[src/rtl/rtn_pkg.sv]
`default_nettype none

package rtn_pkg;

  localparam int unsigned MAX_WIDTH_DEFAULT = 4096;

  // line_width register
  localparam int unsigned LINE_WIDTH_W = 13;
  localparam logic [LINE_WIDTH_W-1:0] LINE_WIDTH_RESET = 13'd640;

  // effective row width is compared in this many bits (holds up to 32767)
  localparam int unsigned EFF_WIDTH_W = 15;

  // pair / block sums of 8-bit chroma
  localparam int unsigned PAIR_SUM_W = 9;
  localparam int unsigned PAIR_ENTRY_W = 2 * PAIR_SUM_W;

  localparam int unsigned QUEUE_DEPTH = 4;

  typedef struct packed {
    logic [7:0] red;
    logic [7:0] green;
    logic [7:0] blue;
    logic       odd_col;
    logic       odd_row;
  } pixel_item_t;

  typedef struct packed {
    logic [7:0] luma;
    logic       chroma_valid;
    logic [7:0] v_average;
    logic [7:0] u_average;
  } result_t;

  typedef struct packed {
    logic s1_valid;
    logic s2_valid;
    logic out_push;
    logic out_full;
  } back_status_t;

endpackage

`default_nettype wire

[src/rtl/rtn_queue.sv]
`default_nettype none

module rtn_queue #(
  parameter int unsigned WIDTH = 8,
  parameter int unsigned DEPTH = rtn_pkg::QUEUE_DEPTH
) (
  input  wire logic             clk,
  input  wire logic             rst,
  input  wire logic             push,
  input  wire logic [WIDTH-1:0] push_data,
  output logic                  full,
  input  wire logic             pop,
  output logic      [WIDTH-1:0] pop_data,
  output logic                  empty
);

  localparam int unsigned AW = (DEPTH > 1) ? $clog2(DEPTH) : 1;

  logic [WIDTH-1:0] mem [DEPTH];
  logic [AW:0]      wr_ptr;
  logic [AW:0]      rd_ptr;
  logic             do_push;
  logic             do_pop;

  assign full     = (wr_ptr[AW] != rd_ptr[AW]) && (wr_ptr[AW-1:0] == rd_ptr[AW-1:0]);
  assign empty    = (wr_ptr == rd_ptr);
  assign do_push  = push && !full;
  assign do_pop   = pop && !empty;
  assign pop_data = mem[rd_ptr[AW-1:0]];

  always_ff @(posedge clk) begin
    if (rst) begin
      wr_ptr <= '0;
      rd_ptr <= '0;
    end else begin
      if (do_push) begin
        wr_ptr <= wr_ptr + (AW+1)'(1);
      end
      if (do_pop) begin
        rd_ptr <= rd_ptr + (AW+1)'(1);
      end
    end
  end

  always_ff @(posedge clk) begin
    if (do_push) begin
      mem[wr_ptr[AW-1:0]] <= push_data;
    end
  end

endmodule

`default_nettype wire

[config.mk]
export PLATFORM = sky130hd
export DESIGN_NAME = rtn_queue
export DESIGN_NICKNAME = d
export VERILOG_FILES = /design/src/rtl/rtn_pkg.sv /design/src/rtl/rtn_queue.sv
export SDC_FILE = /design/constraint.sdc
export NUM_CORES = 1
export LEC_CHECK = 0
export BUFFER_PORTS_ARGS = -buffer_cell sky130_fd_sc_hd__buf_2
export CAP_MARGIN = 20
export CORE_MARGIN = 10
export CORE_UTILIZATION = 60
export DETAILED_ROUTE_END_ITERATION = 8
export GPL_TIMING_DRIVEN = 0
export PLACE_DENSITY = 0.9
export RECOVER_POWER = 50
export SLEW_MARGIN = 10
export SYNTH_ARGS = -nofsm -noshare
export SYNTH_HDL_FRONTEND = slang
export SYNTH_SLANG_ARGS = --single-unit
[constraint.sdc]
create_clock -name clk -period 4.6 [get_ports clk]
set_input_delay 0.23 -clock clk [delete_from_list [all_inputs] [get_ports clk]]
set_output_delay 0.23 -clock clk [all_outputs]
set_load 0.05 [all_outputs]
Word level (Yosys, flattened, before mapping):

Memories as Yosys holds them, arrays and structs flattened. A register that Yosys moved wholly into a read port is not among the register bits.
Index checks and enable logic that the tools add are counted.

* register bits: 6
* memory bits (writable): 32
* input port bits: 12
* word-level logic and storage cells: 17
* memories: 1

* $add $sub $neg: 2
* equal/unequal tests: 3
* multiplexer cells: 4
* reduce and logical (&&, ||, !) cells: 5

Memories
* mem: depth 4, width 8, rd ports 1, clocked after Yosys merged registers in 1, write ports 1, line rtn_queue.sv:19 `logic [WIDTH-1:0] mem [DEPTH];`

Operators by type and width (count)
* adder 3 x 1 -> 3 bit, second input constant: 2
* 2-to-1 mux 2 bit: 2
* == test 3 bit: 1
* logical AND 1 bit: 3
* == test 2 bit: 1
* zero test 1 bit: 2
* 2-to-1 mux 1 bit: 2
* inequality test 1 bit: 1

Longest topological paths before layout:

* depth in word-level cells: 6
* gate-level depth with buffers: 5

Least setup slack after synthesis:

OpenSTA, ideal clock, no wires.

* kind: reg-to-output
* start: register wr_ptr[1]
* end: output port empty
* data arrival time: 1.640 ns
* slack: 2.730 ns
* stages on the path, launching flop included: 5
* path through: dfxtp_1 > buf_6 > xnor2_1 > nand2_1 > nor2_1

* cells in the longest elaborated chain, start to end: 1

Ends and longest elaborated chain
* from (decl): line rtn_queue.sv:20 `logic [AW:0] wr_ptr;`
* from (signal assigned): line rtn_queue.sv:37 `wr_ptr <= wr_ptr + (AW+1)'(1);`
* == test 3 bit: line rtn_queue.sv:26 `assign empty = (wr_ptr == rd_ptr);`
* to (decl): line rtn_queue.sv:14 `output logic empty`

Every way passes these cells.

Worst setup path after layout:

* start: register rd_ptr[0]
* end: output port empty

* cells in the longest elaborated chain, start to end: 1

Ends and longest elaborated chain
* from (decl): line rtn_queue.sv:21 `logic [AW:0] rd_ptr;`
* from (signal assigned): line rtn_queue.sv:40 `rd_ptr <= rd_ptr + (AW+1)'(1);`
* == test 3 bit: line rtn_queue.sv:26

Every way passes these cells.

==> metrics.yaml <==
worstRegToRegCells: 3
skew_ns: 0.00643
rrSetupSlack_ns: 2.60
postRouteAntennaNets: 0
setup_viol: 0
critPathTopFamily: "XOR/XNOR gates"
finalInstanceArea_mm2: 0.00191
total_power_mw: 1.19
ys_seq_area_share_pct: 64.7
grt_max_degree: 13
final_common_cell: "edfxtp_1"
ir_worst_vdd_uv: 660
crit_cells: 4
initial_core_util_pct: 62.8
grt_pass1_vias: 1014
period_needed_ns: 2.22
numPortBuffers: 20
cts_resized: 0
maxSlewViolCount: 0
synth.distinct_cells: 29
nNetsFinal: 154
cts_setup_buffers: 0
drtIter0Drc: 118
synthesis.area_mm2: 0.00173
dp_hpwl_um: 2150
drcViolationCount: 0
rsz0062_at_grt: "false"
syn_to_final_growth_pct: 10.4
worstPathArrival_ns: 1.99
crit_start: "rd_ptr[0]$_SDFFE_PP0P_"
r2r-end: "mem[3][4]$_DFFE_PP_"
routed_wl_um: 2990
synthesis.nets: 127
clkSinkCount: 40
antenna_found_initial: 0
clock_latency_ns: 0.35
cts_root_buffer: "clkbuf_4"
hold_violations: 0
n_antenna_cell: 0
gr-usage-all-layers_pct: 12.0
multiInputGateArea_um2: 554
ys_ff_latch: 40
post-route-period-util_pct: 48.3
die-area_mm2: 0.00543
synth_area_leaders: "edfxtp_1 55%, mux4_2 10%, dfxtp_1 9.2%, ha_1 3.6%, o211ai_1 2.2%"
globalplace.congestion: 0.837
core_mm2: 0.00276
vias: 1016
routedWlPerCell_um: 17.7
dpl-instance-area_mm2: 0.00187
max_slew.worst_pin.slew_ns: 1.04
cts-htree-levels: 2
ios: 22
hold_buffers: 0
drive_above_1_share_pct: 23.2
avgSynthCellArea_um2: 15.7
synth_top_area_share_pct: 55.5
yosys_warnings: 0
yosysTopAreaCell: "edfxtp_1"
vias_per_cell: 6.01
cpMaxStageDelayCell: "xnor2_1"
syn-instance-count: 110
numCtsBuffers: 5
cp_slowest_stage_delay_ns: 0.56
fmax_ghz: 0.450
power_density_mw_per_mm2: 625
path_cells: "xnor2_1 -> nand2_1 -> nor2_1 -> buf_2"
clk_pin_slew_worst_paths_ns: 0.11
clk_path_buf_depth: 2
grt.overflow.total: 0
end_kind: "output port"
cts_tree: "built"
layout_common_cells: "32 x edfxtp_1, 13 x buf_2, 8 x mux4_2, 8 x dfxtp_1, 8 x clkbuf_1"
required_ns: 4.37
grt_pass1_wl_um: 4910
row_count: 19
detail_route.first_pass.iterations: 4
dieHeight_um: 73.7
relSlewSlack_pct: 30.2
setup-tns-final_ns: 0
status: "finished, final reports clean"
hold_path.class: "in2reg"
worstSetupEndpoint: "empty"
p_leak_nw: 0.653
die_w_um: 73.7
crit_type: "reg2out"
crit_fanout: 8
cap_violations: 0
critPathBufInv: 1
crit_path_start_kind: "flip-flop"
fill_cells: 198
ff_latch_area_mm2: 0.00112
r2r_start: "wr_ptr[1]$_SDFFE_PP0P_"
metal layers:
layer	share of wire [%]	global-route usage, %	wire length (um)
met5	0	0	0
met4	2.3	7.45	68
met3	6.2	3.50	185
met2	49	19.5	1480
met1	42	13.5	1260
flip-flops by register name, indices dropped and copies added, names as in the netlist, named ones only:
name,count
rd_ptr,3
mem,32
wr_ptr,3
cells by family (layout without fill, tap and decap cells):
kind of cell	after synthesis	count (layout)	share of synthesized area [%]
flops	40	40	64.7
simple gates	23	23	7.52
compound gates	19	19	7.44
buf+inv	9	37	3.25
mux	8	8	10.4
xor+xnor	6	6	3.04
fa+ha+maj	5	5	3.61
worst reg2reg max path, stage by stage (launching register included):
cell	delay, ns
dfxtp_1	0.40
buf_6	0.15
xnor2_1	0.19
a31oi_1	0.89
cell type report:
cell class / instances / share of cell area, %
multi-input combinational: 61 / 29.0
buffer: 5 / 2.16
clock inverter: 3 / 0.720
tap: 31 / 2.03
timing repair buffer: 20 / 4.71
sequential: 40 / 58.6
inverter: 4 / 0.785
clock buffer: 5 / 1.96
report_power, final:
group          internal (mW)  total [mW]  switching [mW]
Combinational          0.163       0.533           0.370
Clock                 0.0561       0.167           0.111
Sequential             0.461       0.494          0.0336
Total                  0.680        1.19           0.514
how the worst min path moves through the flow:
| stage | from | end | cells past startpoint |
|---|---|---|---|
| 4_1_cts | rst | wr_ptr[1]$_SDFFE_PP0P_ | 2 |
| 6_report | rst | wr_ptr[1]$_SDFFE_PP0P_ | 2 |
| 3_3_place_gp | push_data[7] | mem[1][7]$_DFFE_PP_ | 1 |
| 2_1_floorplan | push_data[0] | mem[0][0]$_DFFE_PP_ | 0 |
| 3_5_place_dp | push_data[3] | mem[1][3]$_DFFE_PP_ | 1 |
| 5_1_grt | rst | wr_ptr[2]$_SDFFE_PP0P_ | 2 |
metrics by stage:
step	instances	util, %	hold slack (ns)	worst slack, ns
2_1_floorplan	110	-	0.329	2.73
5_1_grt	169	69.3	0.0902	2.23
3_3_place_gp	161	67.8	0.439	2.70
3_5_place_dp	161	67.8	0.452	2.63
4_1_cts	169	69.7	0.0772	2.39
6_report	169	69.3	0.0914	2.38
Yosys cell counts (all sizes together):
master	n
edfxtp	32
dfxtp	8
mux4	8
ha	5
nand2	5
o211ai	5
a31oi	4
inv	4
nor3b	4
o21ai	4
and2	3
buf	3
nand3	3
xnor2	3
xor2	3
a211o	2
a21oi	2
a41oi	2
clkbuf	2
nand4	2
nor2	2
and3	1
nand3b	1
or3	1
or4	1
Power figures use the tool's default switching activity.
