## config.mk

```make
export PLATFORM = sky130hd
export DESIGN_NAME = rtn_front
export DESIGN_NICKNAME = d
export VERILOG_FILES = /design/src/rtl/rtn_pkg.sv /design/src/rtl/rtn_front.sv
export SDC_FILE = /design/constraint.sdc
export NUM_CORES = 1
export LEC_CHECK = 0
export ABC_AREA = 1
export BUFFER_PORTS_ARGS = -buffer_cell sky130_fd_sc_hd__buf_4
export CORE_ASPECT_RATIO = 0.8
export CORE_MARGIN = 4
export CORE_UTILIZATION = 35
export CTS_CLUSTER_DIAMETER = 150
export DETAILED_ROUTE_END_ITERATION = 16
export GPL_ROUTABILITY_DRIVEN = 0
export PLACE_DENSITY = 0.61
export RECOVER_POWER = 50
export SYNTH_ARGS = -nofsm -noshare
export SYNTH_HDL_FRONTEND = slang
export SYNTH_SLANG_ARGS = --single-unit
```

## constraint.sdc

```tcl
create_clock -name clk -period 2.84 [get_ports clk]
set_input_delay 0.142 -clock clk [delete_from_list [all_inputs] [get_ports clk]]
set_output_delay 0.142 -clock clk [all_outputs]
set_load 0.05 [all_outputs]
```

## src/rtl/rtn_pkg.sv

```systemverilog
`default_nettype none

package rtn_pkg;

  localparam int unsigned MAX_WIDTH_DEFAULT = 4096;

  // line_width register
  localparam int unsigned LINE_WIDTH_W = 13;
  localparam logic [LINE_WIDTH_W-1:0] LINE_WIDTH_RESET = 13'd640;

  // effective row width is compared in this many bits (holds up to 32767)
  localparam int unsigned EFF_WIDTH_W = 15;

  // pair / block sums of 8-bit chroma
  localparam int unsigned PAIR_SUM_W = 9;
  localparam int unsigned PAIR_ENTRY_W = 2 * PAIR_SUM_W;

  localparam int unsigned QUEUE_DEPTH = 4;

  typedef struct packed {
    logic [7:0] red;
    logic [7:0] green;
    logic [7:0] blue;
    logic       odd_col;
    logic       odd_row;
  } pixel_item_t;

  typedef struct packed {
    logic [7:0] luma;
    logic       chroma_valid;
    logic [7:0] v_average;
    logic [7:0] u_average;
  } result_t;

  typedef struct packed {
    logic s1_valid;
    logic s2_valid;
    logic out_push;
    logic out_full;
  } back_status_t;

endpackage

`default_nettype wire

```

## src/rtl/rtn_front.sv

```systemverilog
`default_nettype none

module rtn_front #(
  parameter int unsigned MAX_WIDTH = rtn_pkg::MAX_WIDTH_DEFAULT,
  parameter int unsigned COL_W     = 12,
  parameter int unsigned IDX_W     = 11
) (
  input  wire logic                              clk,
  input  wire logic                              rst,
  input  wire logic                              line_width_write,
  input  wire logic [rtn_pkg::LINE_WIDTH_W-1:0]  line_width,
  input  wire logic                              push,
  input  wire logic [7:0]                        red,
  input  wire logic [7:0]                        green,
  input  wire logic [7:0]                        blue,
  input  wire logic                              frame_start,
  input  wire logic                              q_full,
  output logic                                   q_push,
  output rtn_pkg::pixel_item_t                   q_item,
  output logic      [IDX_W-1:0]                  q_idx
);

  localparam int unsigned EW = rtn_pkg::EFF_WIDTH_W;
  localparam logic [EW-1:0] MAXW = EW'(MAX_WIDTH);

  logic [rtn_pkg::LINE_WIDTH_W-1:0] width_reg;
  logic [COL_W-1:0]                 column;
  logic                             odd_row;
  logic [rtn_pkg::LINE_WIDTH_W-1:0] width_even;
  logic [EW-1:0]                    eff_width;
  logic [COL_W-1:0]                 cur_col;
  logic                             cur_odd;
  logic [EW-1:0]                    col_inc;
  logic                             wrap;

  always_comb begin
    width_even = {width_reg[rtn_pkg::LINE_WIDTH_W-1:1], 1'b0};
    if (width_even == '0) begin
      eff_width = EW'(2);
    end else if (EW'(width_even) > MAXW) begin
      eff_width = MAXW;
    end else begin
      eff_width = EW'(width_even);
    end
  end

  // frame_start restarts the raster before this pixel is placed
  assign cur_col = frame_start ? '0 : column;
  assign cur_odd = frame_start ? 1'b0 : odd_row;
  assign col_inc = EW'(cur_col) + EW'(1);
  assign wrap    = (col_inc >= eff_width);

  assign q_push          = push && !q_full;
  assign q_item.red      = red;
  assign q_item.green    = green;
  assign q_item.blue     = blue;
  assign q_item.odd_col  = cur_col[0];
  assign q_item.odd_row  = cur_odd;
  assign q_idx           = IDX_W'(cur_col >> 1);

  always_ff @(posedge clk) begin
    if (rst) begin
      width_reg <= rtn_pkg::LINE_WIDTH_RESET;
      column    <= '0;
      odd_row   <= 1'b0;
    end else begin
      if (line_width_write) begin
        width_reg <= line_width;
      end
      if (q_push) begin
        column  <= wrap ? '0 : COL_W'(col_inc);
        odd_row <= cur_odd ^ wrap;
      end
    end
  end

endmodule

`default_nettype wire

```

Word level (Yosys, flattened, before mapping). Index checks and enable logic that the tools add are counted.

Output and inout port bits: 38. Register bits: 26. Input bits: 43.

Reduce and logical (&&, ||, !) cells: 3. Order comparisons: 2. Bitwise operators: 1. Multiplexer cells: 5. $add $sub $neg: 1.

Operators by type and width (number): 2-to-1 mux 12 bit (2); >= comparator 13 x 15 -> 1 bit (1); 2-to-1 mux 15 bit (1); adder 12 x 1 -> 13 bit (second input constant) (1); > comparator 13 bit (second input constant) (1); 2-to-1 mux 13 bit (1); zero test 12 bit (1); logical AND 1 bit (1); zero test 1 bit (1); 2-to-1 mux 1 bit (1); bitwise XOR 1 bit (1).

Depth between registers and ports, before layout. Gate-level depths: netlist of run 1.

Depth in word-level cells: 5. Depth in mapped cells: 20. Depth with buffers taken out: 20.

Worst setup path after synthesis of run 1. No wires, ideal clock.

Path kind: reg2reg. Start: register column[1]. End: register column[8]. Library setup time: 0.118 ns. Path slack: -0.137 ns. Period minus slack after synthesis: 2.977 ns. Path buffers: 0. Arrival: 2.859 ns. Stages on the path, launching flop included: 19. Cells stage by stage: dfxtp_1 > inv_1 > nor2_1 > ha_1 > nand3_2 > nor2_8 > nand3_1 > nand2_1 > nand2_2 > ha_1 > nand2_1 > nor2_1 > nand2_1 > nor2_1 > nor2_1 > nand3_1 > nand2_1 > nand2_2 > nor2_1.

Cells in the longest elaborated chain, start to end: 4.

RTL lines: from (decl) (RTL line rtn_front.sv:27) `logic [COL_W-1:0] column;`; from (signal assigned) (RTL line rtn_front.sv:71) `column <= wrap ? '0 : COL_W'(col_inc);`; 2-to-1 mux 12 bit (*) (RTL line rtn_front.sv:48) `assign cur_col = frame_start ? '0 : column;`; via q_idx[0] (RTL line rtn_front.sv:20) `output logic [IDX_W-1:0] q_idx`; adder 12 x 1 -> 13 bit (*) (RTL line rtn_front.sv:50) `assign col_inc = EW'(cur_col) + EW'(1);`; >= comparator 13 x 15 -> 1 bit (RTL line rtn_front.sv:51) `assign wrap = (col_inc >= eff_width);`; 2-to-1 mux 12 bit (*) (RTL line rtn_front.sv:71).

Mark *: on every way through the listed nets, which the timed path passes. The rest lies on a longest branch. A chain may end at the register's enable or synchronous reset.

Worst setup path in the final report of run 1.
Start: register width_reg[8] (netlist name). End: register column[2].

Cells in the longest elaborated chain, start to end: 5. Elaborated cells between the ends (all ways): 6. Those cells by class: order compare (2); mux (3); reduce/logical (1).

RTL lines: from (decl) (RTL line rtn_front.sv:26) `logic [rtn_pkg::LINE_WIDTH_W-1:0] width_reg;`; from (signal assigned) (RTL line rtn_front.sv:63) `width_reg <= rtn_pkg::LINE_WIDTH_RESET;`; from (signal assigned) (RTL line rtn_front.sv:68) `width_reg <= line_width;`; > comparator 13 bit (RTL line rtn_front.sv:40) `end else if (EW'(width_even) > MAXW) begin`; 2-to-1 mux 13 bit (RTL line rtn_front.sv:40); 2-to-1 mux 15 bit (*) (RTL line rtn_front.sv:38) `if (width_even == '0) begin`; >= comparator 13 x 15 -> 1 bit (*) (RTL line rtn_front.sv:51); 2-to-1 mux 12 bit (*) (RTL line rtn_front.sv:71).

Every way passes the cells marked *; elsewhere a longest branch is shown, timed or not.

==> results of run 1 <==
==> path summary, 6_finish.rpt <==
path / startpoint / slack (ps) / endpoint
worst max register to register: width_reg[8] / 280 / column[2]
worst min register to register: column[9] / 470 / column[9]
worst min-delay path: line_width[7] / 60 / width_reg[7]
worst max-delay path: width_reg[8] / 280 / column[2]
==> critical path, cell delays in order, from the launching register on <==
cell     delay, ps
dfxtp_1        340
nor4_1         420
nand3_1        160
nand2_1        280
nand2_1         90
ha_1           300
nand2_1         70
nor2_1         130
nand2_1         80
nor2_1         100
nor2_1          50
nand3_1         80
nand2_1        120
nand2_4        160
nor2_1          60
==> per-stage QoR <==
stage | area (sq um) | instances
5_1_grt | 2110 | 348
2_1_floorplan | 1930 | 278
3_5_place_dp | 2050 | 344
3_3_place_gp | 2050 | 344
6_report | 2110 | 348
4_1_cts | 2100 | 348
==> Yosys cell counts (all sizes together) (2+ instances only) <==
| cell | instances |
|---|---|
| nand4 | 2 |
| nand2 | 67 |
| nor2 | 51 |
| xor2 | 3 |
| buf | 27 |
| o21ai | 25 |
| ha | 13 |
| nor4 | 3 |
| inv | 32 |
| nand3 | 12 |
| clkbuf | 3 |
| dfxtp | 25 |
| a21oi | 9 |
==> cell families (layout without fill, tap and decap cells) <==
family	after synthesis	after routing	share of synthesized area
flops	25	25	0.259
simple gates	137	137	0.354
mux	1	1	0.00518
buf+inv	63	71	0.176
fa+ha+maj	13	13	0.0843
xor+xnor	4	4	0.0220
compound gates	35	35	0.0998
==> repair_timing <==
item | in CTS | in global routing
endpoints found under the hold margin | 0 | 0
endpoints found under the setup margin | 0 | 9
resized for setup | 0 | 2
buffers inserted | 0 | 0
==> final cells by class <==
cell class	instances	area, sq um
inverters	33	124
multi-input cells	190	1100
repair buffers	34	255
clock buffers	3	41.3
clock inverters	1	5.00
flip-flops and latches	25	500
fillers	564	3070
well taps	62	77.6
==> where the power goes <==
| group | switching [mW] | leakage (nW) | total, mW | internal [mW] |
|---|---|---|---|---|
| Sequential | 0.0152 | 0.206 | 0.387 | 0.372 |
| Clock | 0.130 | 0.0255 | 0.228 | 0.0987 |
| Combinational | 0.120 | 0.833 | 0.189 | 0.0696 |
| Total | 0.264 | 1.07 | 0.805 | 0.540 |
==> routing by layer <==
metal | vias to the layer above | global-route usage | wire, um
met5 | - | 0 | 0
met4 | 0 | 0.0368 | 39
met3 | 6 | 0.0364 | 238
met2 | 34 | 0.198 | 1700
met1 | 688 | 0.176 | 2150
li1 | 866 | - | -
==> run_results.csv, run 1 <==
group,metric,value,unit
run_status,status,"completed",
sta,tightest_slew,530,ps
route,wire_per_inst,11.9,um
global_routing,grt_pass1_wl,6950,um
synth,syn_nets,334,
global_routing,grt_usage,0.128,
synth,synth_top_area_cell,"dfxtp_1",
sta,relSlewSlack,0.646,
power,p_total,0.805,mW
worst_hold_path,worstHoldPathType,"in2reg",
place,dpl_worst_slack,175,ps
cells_and_area,final_util,0.407,
sta,rsz0062_at_grt,"no",
global_routing,overflow,0,
floorplanning,rows,23,
sta,finalClockSkew,6.40,ps
setup_path,crit_fanout,10,
synth,synth_seq_cells,25,
synth,ys_warn_count,0,
cells_and_area,layout_commonest_cell,"nand2_1",
synth,ys_seq_area_frac,0.259,
global_routing,grt_pass1_vias,1520,
place,dp_hpwl,3220,um
floorplanning,die_w,91.0,um
synth,synth_ff_type,"dfxtp_1",
cells_and_area,final_layout_size_suffix_gt1_frac,0.241,
setup_path,path_class,"reg2reg",
floorplanning,coreArea,0.00518,sq mm
route,drcViolationCount,0,
route,drt_pass1_iterations,4,
floorplanning,dieArea,0.00678,sq mm
cts,clkTransAtPathRegs,100,ps
route,first_iter_violations,105,
synth,synth-async-reset-ratio,0,
setup_path,end_kind,"flop",
cells_and_area,final_cell_mix,"nand2_1 (59), nor2_1 (38), buf_4 (33)",
floorplanning,initial_core_util,0.373,
route,wirelength,4130,um
route,antenna_left,0,
cts,clock_sinks,25,
power,peakVddDrop,0.156,mV
setup_path,critPathRequiredTime,3020,ps
synth,synth-edff-count,0,
synth,netlist_area,0.00193,sq mm
worst_hold_path,hold_depth,3,
route,vias,1594,
floorplanning,pin_count,81,
cts,numCtsBuffers,3,
sta,setup_slack,276,ps
cts,hold_buffers,0,
sta,hold_viol_final,0,
route,via_per_inst,4.58,
cts,cts_tree,"built",
floorplanning,die_h,74.4,um
setup_path,critical_path_arrival,2740,ps
sta,max_freq,0.390,GHz
cts,clockBufferDepth,2,
synth,synth_top_area_frac,0.259,
cells_and_area,area_growth,9.20,%
sta,setup_viol,0,
cells_and_area,nets,343,
power,power_density,382,mW/mm^2
setup_path,ff2ff_path_depth,14,
synth,netlist_instances,278,
global_routing,grt_max_degree,18,
cts,cts-root-buf,"clkbuf_8",
sta,hold_ws,61.3,ps
sta,drv_slew,0,
cts,clkLatencyLatePin,280,ps
synth,synth_cell_type_count,33,
place,portBuffers,31,
global_routing,antenna_found_initial,0,
run,cap_violations,0,
synth,syn_avg_cell_area,6.94,sq um
sta,period_needed,2560,ps
setup_path,crit_path_start_kind,"flop",
synth,synthTopCellsByArea,"dfxtp_1 (26%), nand2_1 (11%), buf_4 (9.7%)",
sta,setup_tns,0,ps
power,p_leak,1.07,nW
cts,cts_max_level,1,
cells_and_area,diodes,0,
sta,fin_crit_sh,0.903,
Power figures use the tool's default switching activity.
==> inputs of run 2 (changes only) <==
Settings changed: ABC_CLOCK_PERIOD_IN_PS set to 2840, BUFFER_PORTS_ARGS -buffer_cell sky130_fd_sc_hd__buf_4 to not set, DONT_BUFFER_PORTS set to 1, PLACE_DENSITY 0.61 to 0.48.
==> run 2 against run 1 <==
  * Largest power group unchanged
  * Combinational power decreased by 11%
  * Utilization down 1.6 points
  * Cell area shrank 4.0%
  * Highest routed layer unchanged
  * Die area unchanged
  * Setup slack better by 71 ps
  * Clock skew decreased by 1.7 ps
==> run_results.csv, run 2 (same netlist as run 1, synthesis figures left out) <==
group,metric,value,unit
cts,cts_tree,"built",
cts,numCtsBuffers,3,
setup_path,critPathRequiredTime,3010,ps
power,combPwrFrac,0.217,
sta,setup_tns,0,ps
cells_and_area,area_growth,4.80,%
cells_and_area,seq_area,500,sq um
floorplanning,dieArea,0.00678,sq mm
global_routing,antenna_found_initial,0,
cts,clock_sinks,25,
cells_and_area,final_cell_mix,"nand2_1 (58), nor2_1 (38), inv_1 (30)",
worst_hold_path,min-delay-start,"line_width[4]",
run_status,status,"completed",
route,drcViolationCount,0,
place,dp_hpwl,3270,um
setup_path,crit_start,"column[1]",
power,p_int,0.531,mW
route,antenna_left,0,
cells_and_area,nets,328,
floorplanning,rows,23,
setup_path,end_kind,"flop",
global_routing,met1_usage,0.183,
cells_and_area,layout_commonest_cell,"nand2_1",
floorplanning,die_w,91.0,um
power,power.share.clock,0.283,
cts,clkTransAtPathRegs,90,ps
sta,rsz0062_at_grt,"no",
sta,finalClockSkew,4.72,ps
global_routing,grt_pass1_vias,1410,
sta,hold_viol_final,0,
sta,hold_ws,4.08,ps
route,wire_per_inst,12.7,um
place,portBuffers,0,
cells_and_area,final_cell_area,0.00202,sq mm
cts,clkLatencyLatePin,270,ps
setup_path,r2r_start,"column[1]",
floorplanning,die_h,74.4,um
sta,tightest_slew,525,ps
sta,max_freq,0.401,GHz
global_routing,grt_pass1_wl,6930,um
floorplanning,coreArea,0.00518,sq mm
global_routing,overflow,0,
setup_path,critical_path_arrival,2660,ps
sta,period_needed,2490,ps
global_routing,busiest_layer,"met2",
sta,drv_slew,0,
sta,setup_viol,0,
cells_and_area,multi_input_area,0.00112,sq mm
route,drt_pass1_iterations,4,
power,seq_power_share,0.501,
global_routing,grt_max_degree,18,
setup_path,crit_fanout,9,
run,cap_violations,0,
global_routing,grt_usage,0.130,
setup_path,path_class,"reg2reg",
global_routing,grt_use_met3,0.0354,
route,vias,1539,
power,power_density,383,mW/mm^2
cells_and_area,diodes,0,
route,via_per_inst,4.62,
place,dpl_cell_area,0.00189,sq mm
floorplanning,pin_count,81,
cts,cts-root-buf,"clkbuf_8",
route,first_iter_violations,43,
power,peakVddDrop,0.253,mV
route,wirelength,4230,um
cells_and_area,final_layout_size_suffix_gt1_frac,0.173,
cts,clockBufferDepth,2,
cells_and_area,fillers,575,
power,p_sw_frac,0.315,
setup_path,crit_path_start_kind,"flop",
cts,cts_max_level,1,
power,power.switching,0.244,mW
floorplanning,initial_core_util,0.373,
power,p_leak,0.998,nW
global_routing,globalRouteMet2Util,0.197,
sta,relSlewSlack,0.650,
sta,fin_crit_sh,0.878,
worst_hold_path,worstHoldPathType,"in2reg",
## run 2: final timing paths
check	endpoint	slack, ps	cells after the start
worst min-delay path	width_reg[4]	4	2
worst max register to register	column[8]	350	18
worst max-delay path	column[8]	350	18
worst min register to register	column[9]	470	2
## run 2: per-layer routing
layer / vias to the layer above / part of all wire
li1: 842 / -
met1: 672 / 0.52
met2: 21 / 0.42
met3: 4 / 0.048
met4: 0 / 0.0059
met5: - / 0
## run 2: power groups by stage
| stage | Sequential (mW) | Clock (mW) | Combinational, mW |
|---|---|---|---|
| floorplan | 0.391 | 0 | 0.228 |
| global placement | 0.396 | 0 | 0.159 |
| detailed placement | 0.396 | 0 | 0.159 |
| CTS | 0.388 | 0.232 | 0.166 |
| global route | 0.391 | 0.247 | 0.192 |
| finish | 0.388 | 0.219 | 0.168 |
## run 2: area by class of cell
class                   instances  share of cell area
multi-input cells             190               0.552
flip-flops and latches         25               0.247
repair buffers                 19              0.0792
inverters                      33              0.0612
well taps                      62              0.0383
clock buffers                   4              0.0223
## run 2: repair_timing
| action | CTS | global route |
|---|---|---|
| hold buffers | 5 | 2 |
| resized for setup | 0 | 4 |
| setup buffers | 0 | 0 |
| setup endpoints to repair | 0 | 10 |
| hold endpoints to repair | 4 | 2 |
## run 2: worst max-delay path: stages, from the launching register on
cell	delay (ps)
dfxtp_1	360
inv_1	50
nor2_2	100
ha_1	210
nand3_2	160
nor2_8	170
nand2_1	130
nand2_1	100
nand2_2	60
ha_1	290
nand2_1	50
nor2_1	80
nand2_1	70
nor2_1	100
nor2_1	50
nand3_1	90
nand2_2	90
nand2_4	150
nor2_1	70
## run 2: through the flow
stage / setup slack (ps) / total power, mW / instances / utilization
2_1_floorplan: 139 / 0.619 / 278 / -
6_report: 346 / 0.774 / 333 / 0.391
5_1_grt: 9.54 / 0.830 / 333 / 0.391
4_1_cts: 126 / 0.785 / 331 / 0.382
3_3_place_gp: 195 / 0.555 / 322 / 0.364
3_5_place_dp: 165 / 0.555 / 322 / 0.364
